===== config.mk =====
export PLATFORM = sky130hd
export DESIGN_NAME = touch_tap_swipe_classifier_top
export DESIGN_NICKNAME = d
export VERILOG_FILES = /design/src/design/tts_pkg.sv /design/src/design/tts_front.sv /design/src/design/tts_fifo.sv /design/src/design/tts_back.sv /design/src/design/touch_tap_swipe_classifier_top.sv
export SDC_FILE = /design/constraint.sdc
export NUM_CORES = 2
export LEC_CHECK = 0
export BUFFER_PORTS_ARGS = -buffer_cell sky130_fd_sc_hd__buf_2
export CAP_MARGIN = 5
export CORE_ASPECT_RATIO = 1.25
export CORE_MARGIN = 3
export CORE_UTILIZATION = 45
export DETAILED_ROUTE_END_ITERATION = 12
export GPL_TIMING_DRIVEN = 0
export PLACE_DENSITY = 0.61
export SYNTH_ARGS = -nofsm -noshare
export SYNTH_HDL_FRONTEND = slang
export SYNTH_SLANG_ARGS = --single-unit

===== constraint.sdc =====
create_clock -name clk -period 21.1 [get_ports clk]
set_clock_uncertainty 0.05 [all_clocks]
set_input_delay 4.22 -clock clk [delete_from_list [all_inputs] [get_ports clk]]
set_output_delay 4.22 -clock clk [all_outputs]
set_load 0.02 [all_outputs]

===== src/design/tts_pkg.sv =====
package tts_pkg;

  localparam int PANEL_WIDTH_DEF  = 480;
  localparam int PANEL_HEIGHT_DEF = 800;
  localparam int FIFO_DEPTH_DEF   = 4;

  localparam logic [7:0] ST_READY = 8'h80;
  localparam logic [7:0] ST_HOME  = 8'h10;
  localparam logic [7:0] ST_COUNT = 8'h0F;

  localparam logic [3:0]  RST_ORIENT    = 4'd0;
  localparam logic [15:0] RST_MAX_X     = 16'd4095;
  localparam logic [15:0] RST_MAX_Y     = 16'd4095;
  localparam logic [15:0] RST_TAP_SLOP  = 16'd10;
  localparam logic [15:0] RST_SWIPE_MIN = 16'd40;
  localparam logic [15:0] RST_SWIPE_MS  = 16'd1000;

  localparam int CFG_IDX_W = 3;

  typedef enum logic [CFG_IDX_W-1:0] {
    CFG_ORIENT    = 3'd0,
    CFG_MAX_X     = 3'd1,
    CFG_MAX_Y     = 3'd2,
    CFG_TAP_SLOP  = 3'd3,
    CFG_SWIPE_MIN = 3'd4,
    CFG_SWIPE_MS  = 3'd5
  } cfg_idx_t;

  typedef enum logic [1:0] {
    GEST_NONE  = 2'd0,
    GEST_TAP   = 2'd1,
    GEST_SWIPE = 2'd2
  } gesture_t;

  typedef struct packed {
    logic        status_ok;
    logic [7:0]  status_byte;
    logic        point_ok;
    logic [63:0] point_record;
    logic [31:0] now_ms;
  } in_item_t;

  typedef struct packed {
    logic        home_pressed;
    logic        home_released;
    gesture_t    gesture;
    logic [15:0] start_x;
    logic [15:0] start_y;
    logic [15:0] end_x;
    logic [15:0] end_y;
    logic [3:0]  contact_count;
  } out_item_t;

  typedef struct packed {
    logic       home_pressed;
    logic       home_released;
    gesture_t   gesture;
    logic [3:0] contact_count;
  } meta_t;

  // raw coordinates waiting for fraction conversion
  typedef struct packed {
    meta_t       meta;
    logic [15:0] sx;
    logic [15:0] sy;
    logic [15:0] ex;
    logic [15:0] ey;
  } q_item_t;

endpackage


===== src/design/tts_front.sv =====
module tts_front (
  input  logic                              clk,
  input  logic                              rst_n,
  input  logic                              in_valid,
  input  logic                              in_stall,
  input  tts_pkg::in_item_t                 in_data,
  input  logic                              cfg_valid,
  output logic                              cfg_ready,
  input  logic [tts_pkg::CFG_IDX_W-1:0]     cfg_index,
  input  logic [15:0]                       cfg_data,
  output tts_pkg::q_item_t                  push_item
);
  import tts_pkg::*;

  logic [3:0]  orient_r;
  logic [15:0] max_x_r, max_y_r, tap_slop_r, swipe_min_r, swipe_ms_r;

  logic        touch_active_r, touch_active_nxt;
  logic        home_held_r, home_held_nxt;
  logic [15:0] down_x_r, down_x_nxt, down_y_r, down_y_nxt;
  logic [15:0] latest_x_r, latest_x_nxt, latest_y_r, latest_y_nxt;
  logic [31:0] down_time_r, down_time_nxt;

  logic        accept, rdy, home;
  logic [7:0]  cnt8;
  logic [3:0]  count;
  logic [15:0] rx, ry, sw_x, sw_y, cl_x, cl_y, pt_x, pt_y, adx, ady;
  logic [31:0] dur;
  logic        is_tap, is_swipe;

  assign cfg_ready = 1'b1;
  assign accept    = in_valid && !in_stall;

  always_ff @(posedge clk) begin
    if (!rst_n) begin
      orient_r    <= RST_ORIENT;
      max_x_r     <= RST_MAX_X;
      max_y_r     <= RST_MAX_Y;
      tap_slop_r  <= RST_TAP_SLOP;
      swipe_min_r <= RST_SWIPE_MIN;
      swipe_ms_r  <= RST_SWIPE_MS;
    end else if (cfg_valid) begin
      case (cfg_idx_t'(cfg_index))
        CFG_ORIENT:    orient_r    <= cfg_data[3:0];
        CFG_MAX_X:     max_x_r     <= cfg_data;
        CFG_MAX_Y:     max_y_r     <= cfg_data;
        CFG_TAP_SLOP:  tap_slop_r  <= cfg_data;
        CFG_SWIPE_MIN: swipe_min_r <= cfg_data;
        CFG_SWIPE_MS:  swipe_ms_r  <= cfg_data;
        default: ;
      endcase
    end
  end

  always_comb begin
    rdy   = in_data.status_ok && ((in_data.status_byte & ST_READY) != 8'd0);
    home  = (in_data.status_byte & ST_HOME) != 8'd0;
    cnt8  = in_data.status_byte & ST_COUNT;
    count = cnt8[3:0];

    // coordinates start at byte zero or byte one
    rx = orient_r[3] ? in_data.point_record[15:0]  : in_data.point_record[23:8];
    ry = orient_r[3] ? in_data.point_record[31:16] : in_data.point_record[39:24];
    sw_x = orient_r[0] ? ry : rx;
    sw_y = orient_r[0] ? rx : ry;
    cl_x = (sw_x > max_x_r) ? max_x_r : sw_x;
    cl_y = (sw_y > max_y_r) ? max_y_r : sw_y;
    pt_x = orient_r[1] ? (max_x_r - cl_x) : cl_x;
    pt_y = orient_r[2] ? (max_y_r - cl_y) : cl_y;

    adx = (latest_x_r >= down_x_r) ? (latest_x_r - down_x_r) : (down_x_r - latest_x_r);
    ady = (latest_y_r >= down_y_r) ? (latest_y_r - down_y_r) : (down_y_r - latest_y_r);
    dur = in_data.now_ms - down_time_r;
    is_tap   = (adx <= tap_slop_r) && (ady <= tap_slop_r);
    is_swipe = (dur <= 32'(swipe_ms_r)) && ((adx >= swipe_min_r) || (ady >= swipe_min_r));

    push_item = '0;
    if (rdy) begin
      push_item.meta.home_pressed  = home && !home_held_r;
      push_item.meta.home_released = !home && home_held_r;
      push_item.meta.contact_count = count;
      if (count == 4'd0 && touch_active_r) begin
        if (is_tap) begin
          push_item.meta.gesture = GEST_TAP;
          push_item.sx = down_x_r;
          push_item.sy = down_y_r;
        end else if (is_swipe) begin
          push_item.meta.gesture = GEST_SWIPE;
          push_item.sx = down_x_r;
          push_item.sy = down_y_r;
          push_item.ex = latest_x_r;
          push_item.ey = latest_y_r;
        end
      end
    end

    touch_active_nxt = touch_active_r;
    home_held_nxt    = home_held_r;
    down_x_nxt       = down_x_r;
    down_y_nxt       = down_y_r;
    latest_x_nxt     = latest_x_r;
    latest_y_nxt     = latest_y_r;
    down_time_nxt    = down_time_r;
    if (rdy) begin
      home_held_nxt = home;
      if (count == 4'd0) begin
        touch_active_nxt = 1'b0;
      end else if (in_data.point_ok) begin
        if (!touch_active_r) begin
          touch_active_nxt = 1'b1;
          down_x_nxt       = pt_x;
          down_y_nxt       = pt_y;
          down_time_nxt    = in_data.now_ms;
        end
        latest_x_nxt = pt_x;
        latest_y_nxt = pt_y;
      end
    end
  end

  always_ff @(posedge clk) begin
    if (!rst_n) begin
      touch_active_r <= 1'b0;
      home_held_r    <= 1'b0;
      down_x_r       <= '0;
      down_y_r       <= '0;
      latest_x_r     <= '0;
      latest_y_r     <= '0;
      down_time_r    <= '0;
    end else if (accept) begin
      touch_active_r <= touch_active_nxt;
      home_held_r    <= home_held_nxt;
      down_x_r       <= down_x_nxt;
      down_y_r       <= down_y_nxt;
      latest_x_r     <= latest_x_nxt;
      latest_y_r     <= latest_y_nxt;
      down_time_r    <= down_time_nxt;
    end
  end

`ifndef SYNTHESIS
  a_gesture_ends_touch: assert property (@(posedge clk) disable iff (!rst_n)
    (accept && push_item.meta.gesture != GEST_NONE) |=> !touch_active_r)
    else $error("touch still active after a gesture");

  a_gesture_zero_count: assert property (@(posedge clk) disable iff (!rst_n)
    (push_item.meta.gesture != GEST_NONE) |-> (push_item.meta.contact_count == 4'd0))
    else $error("gesture reported with contacts present");
`endif

endmodule


===== src/design/tts_fifo.sv =====
module tts_fifo #(
  parameter int DEPTH = tts_pkg::FIFO_DEPTH_DEF
) (
  input  logic             clk,
  input  logic             rst_n,
  input  logic             push_valid,
  output logic             push_stall,
  input  tts_pkg::q_item_t push_item,
  output logic             pop_valid,
  input  logic             pop_stall,
  output tts_pkg::q_item_t pop_item
);
  import tts_pkg::*;

  localparam int PTR_W = (DEPTH > 1) ? $clog2(DEPTH) : 1;
  localparam int CNT_W = $clog2(DEPTH + 1);

  q_item_t              mem_r [DEPTH];
  logic [PTR_W-1:0]     wr_ptr_r, wr_ptr_nxt, rd_ptr_r, rd_ptr_nxt;
  logic [CNT_W-1:0]     count_r, count_nxt;
  logic                 push, pop;

  assign push_stall = (count_r == CNT_W'(DEPTH));
  assign pop_valid  = (count_r != '0);
  assign pop_item   = mem_r[rd_ptr_r];
  assign push       = push_valid && !push_stall;
  assign pop        = pop_valid && !pop_stall;

  always_comb begin
    wr_ptr_nxt = wr_ptr_r;
    rd_ptr_nxt = rd_ptr_r;
    count_nxt  = count_r;
    if (push) begin
      wr_ptr_nxt = (wr_ptr_r == PTR_W'(DEPTH - 1)) ? '0 : wr_ptr_r + PTR_W'(1);
    end
    if (pop) begin
      rd_ptr_nxt = (rd_ptr_r == PTR_W'(DEPTH - 1)) ? '0 : rd_ptr_r + PTR_W'(1);
    end
    if (push && !pop) begin
      count_nxt = count_r + CNT_W'(1);
    end else if (pop && !push) begin
      count_nxt = count_r - CNT_W'(1);
    end
  end

  always_ff @(posedge clk) begin
    if (!rst_n) begin
      wr_ptr_r <= '0;
      rd_ptr_r <= '0;
      count_r  <= '0;
    end else begin
      wr_ptr_r <= wr_ptr_nxt;
      rd_ptr_r <= rd_ptr_nxt;
      count_r  <= count_nxt;
    end
  end

  always_ff @(posedge clk) begin
    if (push) begin
      mem_r[wr_ptr_r] <= push_item;
    end
  end

endmodule


===== src/design/tts_back.sv =====
module tts_back #(
  parameter int PANEL_WIDTH  = tts_pkg::PANEL_WIDTH_DEF,
  parameter int PANEL_HEIGHT = tts_pkg::PANEL_HEIGHT_DEF
) (
  input  logic               clk,
  input  logic               rst_n,
  input  logic               pop_valid,
  output logic               pop_stall,
  input  tts_pkg::q_item_t   pop_item,
  output logic               out_valid,
  input  logic               out_stall,
  output tts_pkg::out_item_t out_data
);
  import tts_pkg::*;

  localparam logic [15:0] DIV_X   = 16'(PANEL_WIDTH);
  localparam logic [15:0] DIV_Y   = 16'(PANEL_HEIGHT);
  localparam logic [31:0] RECIP_X = 32'(64'hFFFF_FFFF / PANEL_WIDTH);
  localparam logic [31:0] RECIP_Y = 32'(64'hFFFF_FFFF / PANEL_HEIGHT);

  logic        advance;
  logic        v1_r, v2_r, out_valid_r;
  meta_t       meta1_r, meta2_r;
  logic [15:0] raw   [4];
  logic [15:0] res   [4];
  logic [29:0] n1_r  [4];
  logic [29:0] q1_r  [4];
  logic [29:0] n2_r  [4];
  logic [29:0] q2_r  [4];
  logic [29:0] p2_r  [4];
  out_item_t   out_r;

  assign advance   = !(out_valid_r && out_stall);
  assign pop_stall = !advance;
  assign out_valid = out_valid_r;
  assign out_data  = out_r;

  assign raw[0] = pop_item.sx;
  assign raw[1] = pop_item.sy;
  assign raw[2] = pop_item.ex;
  assign raw[3] = pop_item.ey;

  // floor(v * 2^14 / size): reciprocal estimate, then one correction step
  for (genvar i = 0; i < 4; i++) begin : g_lane
    localparam logic [15:0] DIV   = (i % 2 == 0) ? DIV_X : DIV_Y;
    localparam logic [31:0] RECIP = (i % 2 == 0) ? RECIP_X : RECIP_Y;

    logic [29:0] n_in;
    logic [61:0] p1;
    logic [45:0] p2;
    logic [29:0] rem, q_fix;

    assign n_in  = {raw[i], 14'd0};
    assign p1    = 62'(n_in) * 62'(RECIP);
    assign p2    = 46'(q1_r[i]) * 46'(DIV);
    assign rem   = n2_r[i] - p2_r[i];
    assign q_fix = q2_r[i] + ((rem >= 30'(DIV)) ? 30'd1 : 30'd0);
    assign res[i] = (q_fix > 30'd65535) ? 16'hFFFF : q_fix[15:0];

    always_ff @(posedge clk) begin
      if (advance) begin
        n1_r[i] <= n_in;
        q1_r[i] <= p1[61:32];
        n2_r[i] <= n1_r[i];
        q2_r[i] <= q1_r[i];
        p2_r[i] <= p2[29:0];
      end
    end
  end

  always_ff @(posedge clk) begin
    if (!rst_n) begin
      v1_r        <= 1'b0;
      v2_r        <= 1'b0;
      out_valid_r <= 1'b0;
    end else if (advance) begin
      v1_r        <= pop_valid;
      v2_r        <= v1_r;
      out_valid_r <= v2_r;
    end
  end

  always_ff @(posedge clk) begin
    if (advance) begin
      meta1_r               <= pop_item.meta;
      meta2_r               <= meta1_r;
      out_r.home_pressed    <= meta2_r.home_pressed;
      out_r.home_released   <= meta2_r.home_released;
      out_r.gesture         <= meta2_r.gesture;
      out_r.contact_count   <= meta2_r.contact_count;
      out_r.start_x         <= res[0];
      out_r.start_y         <= res[1];
      out_r.end_x           <= res[2];
      out_r.end_y           <= res[3];
    end
  end

`ifndef SYNTHESIS
  a_end_only_swipe: assert property (@(posedge clk) disable iff (!rst_n)
    (out_valid_r && out_r.gesture != GEST_SWIPE) |-> (out_r.end_x == 16'd0 && out_r.end_y == 16'd0))
    else $error("end point set without a swipe");

  a_start_only_gesture: assert property (@(posedge clk) disable iff (!rst_n)
    (out_valid_r && out_r.gesture == GEST_NONE) |->
      (out_r.start_x == 16'd0 && out_r.start_y == 16'd0))
    else $error("start point set without a gesture");
`endif

endmodule


===== src/design/touch_tap_swipe_classifier_top.sv =====
// touch tap and swipe classifier
// one controller report enters per transfer on the in_ channel (in_valid,
// in_stall, in_data); exactly one result leaves per report on the out_ channel
// (out_valid, out_stall, out_data), in order
// configuration registers are written over cfg_valid/cfg_ready with a
// register index and 16-bit data; cfg_ready is always high
// the front stage decodes the report, updates the touch state and classifies
// the gesture in the cycle of the transfer, then queues the raw points
// the back stage converts points to Q2.14 fractions in a three-stage pipeline
// of two multipliers per lane, one report per cycle while out_stall is low;
// while out_stall is high and a result waits, the back pipeline holds and
// the queue fills; in_stall rises once the queue is full and drops as soon
// as an entry frees
// synchronous reset clears touch state, queue and valid flags and loads the
// register defaults
module touch_tap_swipe_classifier_top #(
  parameter int PANEL_WIDTH  = tts_pkg::PANEL_WIDTH_DEF,
  parameter int PANEL_HEIGHT = tts_pkg::PANEL_HEIGHT_DEF
) (
  input  logic                          clk,
  input  logic                          rst_n,
  input  logic                          in_valid,
  output logic                          in_stall,
  input  tts_pkg::in_item_t             in_data,
  output logic                          out_valid,
  input  logic                          out_stall,
  output tts_pkg::out_item_t            out_data,
  input  logic                          cfg_valid,
  output logic                          cfg_ready,
  input  logic [tts_pkg::CFG_IDX_W-1:0] cfg_index,
  input  logic [15:0]                   cfg_data
);
  import tts_pkg::*;

  q_item_t push_item, pop_item;
  logic    pop_valid, pop_stall;

  tts_front u_front (
    .clk       (clk),
    .rst_n     (rst_n),
    .in_valid  (in_valid),
    .in_stall  (in_stall),
    .in_data   (in_data),
    .cfg_valid (cfg_valid),
    .cfg_ready (cfg_ready),
    .cfg_index (cfg_index),
    .cfg_data  (cfg_data),
    .push_item (push_item)
  );

  tts_fifo #(
    .DEPTH (FIFO_DEPTH_DEF)
  ) u_fifo (
    .clk        (clk),
    .rst_n      (rst_n),
    .push_valid (in_valid),
    .push_stall (in_stall),
    .push_item  (push_item),
    .pop_valid  (pop_valid),
    .pop_stall  (pop_stall),
    .pop_item   (pop_item)
  );

  tts_back #(
    .PANEL_WIDTH  (PANEL_WIDTH),
    .PANEL_HEIGHT (PANEL_HEIGHT)
  ) u_back (
    .clk       (clk),
    .rst_n     (rst_n),
    .pop_valid (pop_valid),
    .pop_stall (pop_stall),
    .pop_item  (pop_item),
    .out_valid (out_valid),
    .out_stall (out_stall),
    .out_data  (out_data)
  );

endmodule


* Yosys cells after proc, flatten, opt, wreduce, memory -nomap -nowiden
Memories as Yosys holds them, arrays and structs flattened. A register that Yosys moved wholly into a read port is not among the register bits.
Index checks and enable logic that the tools add are counted.
** Storage, ports and cells
- Memories kept :: 6
- Word-level logic and storage cells :: 161
- Bits in writable memories :: 780
- Output and inout port bits :: 75
- Register bits :: 280
- Input port bits :: 130
** Operators by class
- Bitwise operators :: 2
- Eq/ne operators :: 8
- Reduce and logical (&&, ||, !) cells :: 33
- $add $sub $neg :: 19
- Magnitude comparators :: 17
- Mux-type cells :: 33
- $mul :: 8
** Memory list
- u_fifo.mem_r :: words 4, bits a word 72, rd ports 1, clocked after memory_dff 1, wr ports 1, line tts_fifo.sv:18 : q_item_t mem_r [DEPTH];
- u_back.n2_r :: words 4, bits a word 30, rd ports 4, clocked after memory_dff 0, wr ports 4, line tts_back.sv:28 : logic [29:0] n2_r [4];
- u_back.q2_r :: words 4, bits a word 30, rd ports 4, clocked after memory_dff 0, wr ports 4, line tts_back.sv:29 : logic [29:0] q2_r [4];
- u_back.p2_r :: words 4, bits a word 25, rd ports 4, clocked after memory_dff 0, wr ports 4, line tts_back.sv:30 : logic [29:0] p2_r [4];
- u_back.q1_r :: words 4, bits a word 22, rd ports 4, clocked after memory_dff 0, wr ports 4, line tts_back.sv:27 : logic [29:0] q1_r [4];
- u_back.n1_r :: words 4, bits a word 16, rd ports 4, clocked after memory_dff 0, wr ports 4, line tts_back.sv:26 : logic [29:0] n1_r [4];
** Operators by type and width (number)
- 2-to-1 mux 16 bit :: 10
- 2-to-1 mux 64 bit :: 2
- adder 30 bit :: 4
- > comparator 30 x 16 -> 1 bit, second input constant :: 4
- subtractor 30 bit :: 4
- subtractor 16 bit :: 6
- multiplier 16 x 23 -> 39 bit, second input constant :: 2
- multiplier 16 x 21 -> 37 bit, second input constant :: 2
- 2-to-1 mux 72 bit :: 1
- >= comparator 16 bit :: 4
- 2-to-1 mux 32 bit :: 2
- >= comparator 30 x 10 -> 1 bit, second input constant :: 2
- >= comparator 30 x 9 -> 1 bit, second input constant :: 2
- multiplier 30 x 4 -> 25 bit, second input constant :: 2
- multiplier 30 x 5 -> 25 bit, second input constant :: 2
- > comparator 16 bit :: 2
- <= comparator 16 bit :: 2
- <= comparator 32 x 16 -> 1 bit :: 1
- subtractor 32 bit :: 1
- 2-to-1 mux 2 bit :: 7
- AND reduction 2 bit :: 7
- logical AND 1 bit :: 11
- equality test 3 bit, second input constant :: 3
- 2-to-1 mux 1 bit :: 9
- 17 further kinds :: 28

* Depth between registers and ports, before layout
- Word-level depth :: 9
- Mapped depth :: 31
- Depth with buffers taken out :: 28

* Hierarchy
A second synthesis with hierarchy kept.
** Second synthesis, totals
- Cells, all modules :: 6427
- Area, all modules :: 70321.2 µm²
** By module, submodules not included
- tts_back :: area each 42728.5 µm², instances 1, cells each 3770, sequential area each 14473.9 µm²
- tts_front :: area each 16642.2 µm², instances 1, cells each 2229, sequential area each 3643.5 µm²
- tts_fifo :: area each 10950.5 µm², instances 1, cells each 428, sequential area each 8828.5 µm²

* Worst setup path after synthesis
OpenSTA, ideal clock, no wires.
- Path kind :: input to register
- From :: input out_stall
- To :: register u_fifo.count_r[2]
- Path buffers :: 0
- Setup time :: 0.070 ns
- Data arrival time :: 17.853 ns
- Slack :: 3.126 ns
- Stages :: 8
- Data required time :: 20.980 ns
- Path through :: nand2_1 -> o31ai_1 -> ha_1 -> inv_1 -> fa_1 -> xor2_1 -> or3_1 -> a21oi_1
** Between the ends
- Word-level cells in the longest chain between the ends :: 6
- Elaborated cells on any way between the ends :: 8
- Those cells by class :: mux (1); reduce/logical (7)
** RTL lines
- start: declaration :: line touch_tap_swipe_classifier_top.sv:26 : input logic out_stall,
- logical AND 1 bit * :: line tts_back.sv:33 : assign advance = !(out_valid_r && out_stall);
- zero test 1 bit *
- logical AND 1 bit * :: line tts_fifo.sv:27 : assign pop = pop_valid && !pop_stall;
- zero test 1 bit :: line tts_fifo.sv:39 : if (push && !pop) begin
- logical AND 1 bit :: line tts_fifo.sv:39
- 2-to-1 mux 3 bit / nonzero test 2 bit (equally long branches)
- end signal: assignment :: line tts_fifo.sv:54 : count_r <= count_nxt;
- end: declaration :: line tts_fifo.sv:20 : logic [CNT_W-1:0] count_r, count_nxt;
Every way passes the cells marked *; elsewhere a longest branch is shown, timed or not.
A chain may end at the register's enable or synchronous reset.

* Worst setup path in the final report
- From :: input in_data[63] (netlist bit)
- To :: register u_front.down_y_r[15]
** Between the ends
- Word-level cells in the longest chain between the ends :: 6
** RTL lines
- start: declaration :: line touch_tap_swipe_classifier_top.sv:24 : input tts_pkg::in_item_t in_data,
- 2-to-1 mux 16 bit * :: line tts_front.sv:63 : ry = orient_r[3] ? in_data.point_record[31:16] : in_data.point_record[39:24];
- 2-to-1 mux 16 bit * :: line tts_front.sv:65 : sw_y = orient_r[0] ? rx : ry;
- > comparator 16 bit :: line tts_front.sv:67 : cl_y = (sw_y > max_y_r) ? max_y_r : sw_y;
- 2-to-1 mux 16 bit * :: line tts_front.sv:67
- subtractor 16 bit :: line tts_front.sv:69 : pt_y = orient_r[2] ? (max_y_r - cl_y) : cl_y;
- 2-to-1 mux 16 bit * :: line tts_front.sv:69
- end signal: assignment :: line tts_front.sv:134 : down_y_r <= down_y_nxt;
- end: declaration :: line tts_front.sv:20 : logic [15:0] down_x_r, down_x_nxt, down_y_r, down_y_nxt;
Marks and branches as above.

==> load_flow_metrics.sql <==
INSERT INTO impl_metrics (metric_group, metric, value, unit) VALUES
('drt', 'firstDrtPassIters', '5', ''),
('worst_setup_path', 'path_buf_inv', '3', ''),
('floorplanning', 'floorplan.rows', '160', ''),
('sta', 'slew-limit-headroom', '0.0746', ''),
('global_routing', 'global_route_wire_length_before_repair', '263', 'mm'),
('clocking', 'post_cts_hold_buffer_count', '0', ''),
('run', 'maxCapViolations', '0', ''),
('synth', 'number_of_synthesized_flops_with_an_enable_pin', '768', ''),
('layout', 'layout_commonest_cell', 'sky130_fd_sc_hd__ha_1', ''),
('synth', 'postSynthRegisterBits', '962', ''),
('drt', 'route.detailed.wl_per_inst', '18.8', 'µm'),
('synth', 'synth.yosys.seq_area_share', '0.386', ''),
('layout', 'final_nets', '8082', ''),
('global_routing', 'via_count_of_the_first_global_routing_pass', '48200', ''),
('layout', 'area_delta_synth_final', '10.4', '%'),
('drt', 'final_antenna_net_count', '0', ''),
('worst_setup_path', 'cpLargestDelayFamily', 'compound AO/OA/AOI/OAI gates', ''),
('clocking', 'cts_resized', '0', ''),
('worst_setup_path', 'setup.worst_path.end_class', 'register', ''),
('worst_setup_path', 'cp.arrival', '11.16', 'ns'),
('sta', 'fin_ws', '10.48', 'ns'),
('placement', 'numPortBuffers', '176', ''),
('clocking', 'clockRootBuffer', 'sky130_fd_sc_hd__clkbuf_16', ''),
('worst_setup_path', 'ff2ff_path_depth', '27', ''),
('synth', 'yosysUniqueCellTypes', '88', ''),
('min_path', 'min_path_cells', '0', ''),
('sta', 'drv_slew', '0', ''),
('floorplanning', 'fp.coreArea', '153000', 'µm²'),
('sta', 'rsz_0062_raised_after_global_routing', 'no', ''),
('sta', 'setup_violation_total_in_the_final_timing_report', '0', ''),
('layout', 'layout.cells.most_common_list', '951 x sky130_fd_sc_hd__ha_1, 928 x sky130_fd_sc_hd__inv_1, 768 x sky130_fd_sc_hd__edfxtp_1', ''),
('floorplanning', 'initial_core_util', '0.456', ''),
('sta', 'timing_hold_violations_final', '0', ''),
('clocking', 'clk_path_buf_depth', '3', ''),
('clocking', 'cts_post_setup_buffers_inserted', '0', ''),
('synth', 'synth-async-reset-ratio', '0', ''),
('synth', 'dominantRegCellSynth', 'sky130_fd_sc_hd__edfxtp_1', ''),
('synth', 'synth-warning-count', '0', ''),
('sta', 'tns', '0', 'ns'),
('placement', 'dpl.hpwl', '132', 'mm'),
('clocking', 'clock_net_sink_count', '962', ''),
('placement', 'gp_routability_congestion', '0.943', ''),
('floorplanning', 'floorplan.io_pins', '205', ''),
('synth', 'synth.cell_area', '69800', 'µm²'),
('worst_setup_path', 'timing.setup.critical_path_class', 'input port to register', ''),
('drt', 'detail_route.vias_per_cell', '5.39', ''),
('global_routing', 'globalRouteTotalUtil', '0.210', ''),
('global_routing', 'grt_remaining_overflow', '0', ''),
('worst_setup_path', 'timing.critical_path.slowest_stage_cell', 'sky130_fd_sc_hd__nor2_1', ''),
('placement', 'placement.setup.worst_slack', '9.87', 'ns'),
('sta', 'fin_hold_ws', '0.364', 'ns'),
('floorplanning', 'die_w', '358', 'µm'),
('global_routing', 'grt_max_degree', '71', ''),
('synth', 'syn_area_per_cell', '11.0', 'µm²'),
('drt', 'drtIter0Drc', '2525', ''),
('sta', 'final.min_clock_period', '10.62', 'ns'),
('clocking', 'worst_skew_late_latency', '0.75', 'ns'),
('worst_setup_path', 'critical_path.max_stage_delay', '0.72', 'ns'),
('clocking', 'ctsHtreeMaxLevel', '3', ''),
('clocking', 'tritoncts', 'done', ''),
('worst_setup_path', 'worst-path-max-fanout', '10', ''),
('synth', 'synth_cells', '6325', ''),
('clocking', 'clkTransAtPathRegs', '0.06', 'ns'),
('clocking', 'cts_buffers', '106', ''),
('drt', 'dr_total_vias', '47100', ''),
('sta', 'worst-slew-pin-transition', '1.38', 'ns'),
('outcome', 'run_status', 'finished clean', ''),
('drt', 'wl', '165', 'mm'),
('min_path', 'worstHoldPathType', 'register to register', ''),
('global_routing', 'number_of_antenna_violations_at_the_first_check_in_global_routing', '18', ''),
('sta', 'max_freq', '94.2', 'MHz'),
('sta', 'final_min_period_over_clock_period', '0.503', ''),
('worst_setup_path', 'crit_path_start_kind', 'input port', ''),
('floorplanning', 'floorplan.die.height', '446', 'µm'),
('drt', 'drc_errors', '0', ''),
('layout', 'n_fill_cell', '13800', ''),
('worst_setup_path', 'stages_on_worst_setup_path', '26', ''),
('worst_setup_path', 'worst-endpoint-required', '21.65', 'ns'),
('floorplanning', 'die_area', '160000', 'µm²'),
('synth', 'postSynthNetCount', '7784', ''),
('layout', 'layout-drive-gt1-share', '0.0779', '');
## per-layer routing
metal  share of wire  track usage
met4           0.036       0.0752
met2            0.50        0.372
met1            0.42        0.262
met5         0.00036            0
met3           0.043       0.0247
## through the flow
step / utilization / cell area [µm²] / std cells
after floorplan: - / 69800 / 6325
after global placement: 0.478 / 73200 / 8526
after detailed placement: 0.480 / 73500 / 8539
after CTS: 0.503 / 77000 / 8735
after global routing: 0.503 / 77000 / 8739
final: 0.503 / 77000 / 8741
## flip-flops by register name, indices dropped and copies added (netlist names), 32 cells and up, named ones only
| signal | flops |
|---|---|
| u_back.n1_r | 64 |
| u_back.n2_r | 64 |
| u_back.out_data | 72 |
| u_back.p2_r | 100 |
| u_back.q1_r | 86 |
| u_back.q2_r | 78 |
| u_fifo.mem_r | 288 |
| u_front.down_time_r | 32 |
## cell type report
class | instances | area [µm²] | area share
sequential | 962 | 26900 | 0.350
antenna | 5 | 12.5 | 0.000162
tap | 2025 | 2530 | 0.0329
buffer | 142 | 554 | 0.00719
clock inverter | 76 | 749 | 0.00973
multi-input combinational | 4292 | 38800 | 0.504
clock buffer | 120 | 2750 | 0.0357
inverter | 929 | 3490 | 0.0453
timing repair buffer | 190 | 1210 | 0.0157
## final timing paths
kind | end | slack, ns | start
worst max-delay path | u_front.down_y_r[15]$_SDFFE_PN0P_ | 10.48 | in_data[63]
worst min-delay path | u_back.n2_r[1][21]$_DFFE_PN_ | 0.36 | u_back.n1_r[1][7]$_DFFE_PN_
worst min register to register | u_back.n2_r[1][21]$_DFFE_PN_ | 0.36 | u_back.n1_r[1][7]$_DFFE_PN_
worst max register to register | u_back.q1_r[3][16]$_DFFE_PN_ | 11.77 | register
## cell families after synthesis
kind of cell    share of synthesized area
compound gates                      0.107
mux                                0.0454
xor+xnor                           0.0369
simple gates                       0.0878
flops                               0.386
other cells                     0.0000537
buf+inv                            0.0579
fa+ha+maj                           0.279
## synthesized netlist by cell type, types with 12 or more instances
cell type | count | area (µm²)
sky130_fd_sc_hd__nor2_1 | 348 | 1310
sky130_fd_sc_hd__nor3_1 | 89 | 445
sky130_fd_sc_hd__o21a_1 | 60 | 450
sky130_fd_sc_hd__dfxtp_1 | 194 | 3880
sky130_fd_sc_hd__mux2_2 | 16 | 180
sky130_fd_sc_hd__nand4_1 | 49 | 307
sky130_fd_sc_hd__o211ai_1 | 58 | 435
sky130_fd_sc_hd__nand3_1 | 97 | 485
sky130_fd_sc_hd__mux2i_1 | 71 | 711
sky130_fd_sc_hd__nand2b_1 | 51 | 319
sky130_fd_sc_hd__a21oi_1 | 420 | 2100
sky130_fd_sc_hd__or3_1 | 13 | 81.3
sky130_fd_sc_hd__inv_1 | 928 | 3480
sky130_fd_sc_hd__a211oi_1 | 57 | 428
sky130_fd_sc_hd__or2_2 | 13 | 81.3
sky130_fd_sc_hd__edfxtp_1 | 768 | 23100
sky130_fd_sc_hd__nand2_1 | 422 | 1580
sky130_fd_sc_hd__o31ai_1 | 19 | 143
sky130_fd_sc_hd__o2111ai_1 | 12 | 105
sky130_fd_sc_hd__xnor2_1 | 184 | 1610
sky130_fd_sc_hd__xor2_1 | 110 | 963
sky130_fd_sc_hd__nor4_1 | 53 | 332
sky130_fd_sc_hd__and3_1 | 44 | 275
sky130_fd_sc_hd__o21bai_1 | 43 | 323
sky130_fd_sc_hd__and2_1 | 27 | 169
sky130_fd_sc_hd__mux4_2 | 101 | 2270
sky130_fd_sc_hd__a21o_1 | 125 | 938
sky130_fd_sc_hd__fa_1 | 378 | 7570
sky130_fd_sc_hd__clkbuf_1 | 116 | 435
sky130_fd_sc_hd__o21ai_0 | 193 | 966
sky130_fd_sc_hd__a31o_2 | 15 | 131
sky130_fd_sc_hd__nor2b_1 | 55 | 344
sky130_fd_sc_hd__and4_1 | 14 | 123
sky130_fd_sc_hd__a2111oi_0 | 15 | 131
sky130_fd_sc_hd__ha_1 | 951 | 11900
sky130_fd_sc_hd__buf_1 | 18 | 67.6
sky130_fd_sc_hd__a31oi_1 | 34 | 213
Power is not shown: default switching activity piles up to over one toggle a cycle in this logic, so the estimate is an artifact.
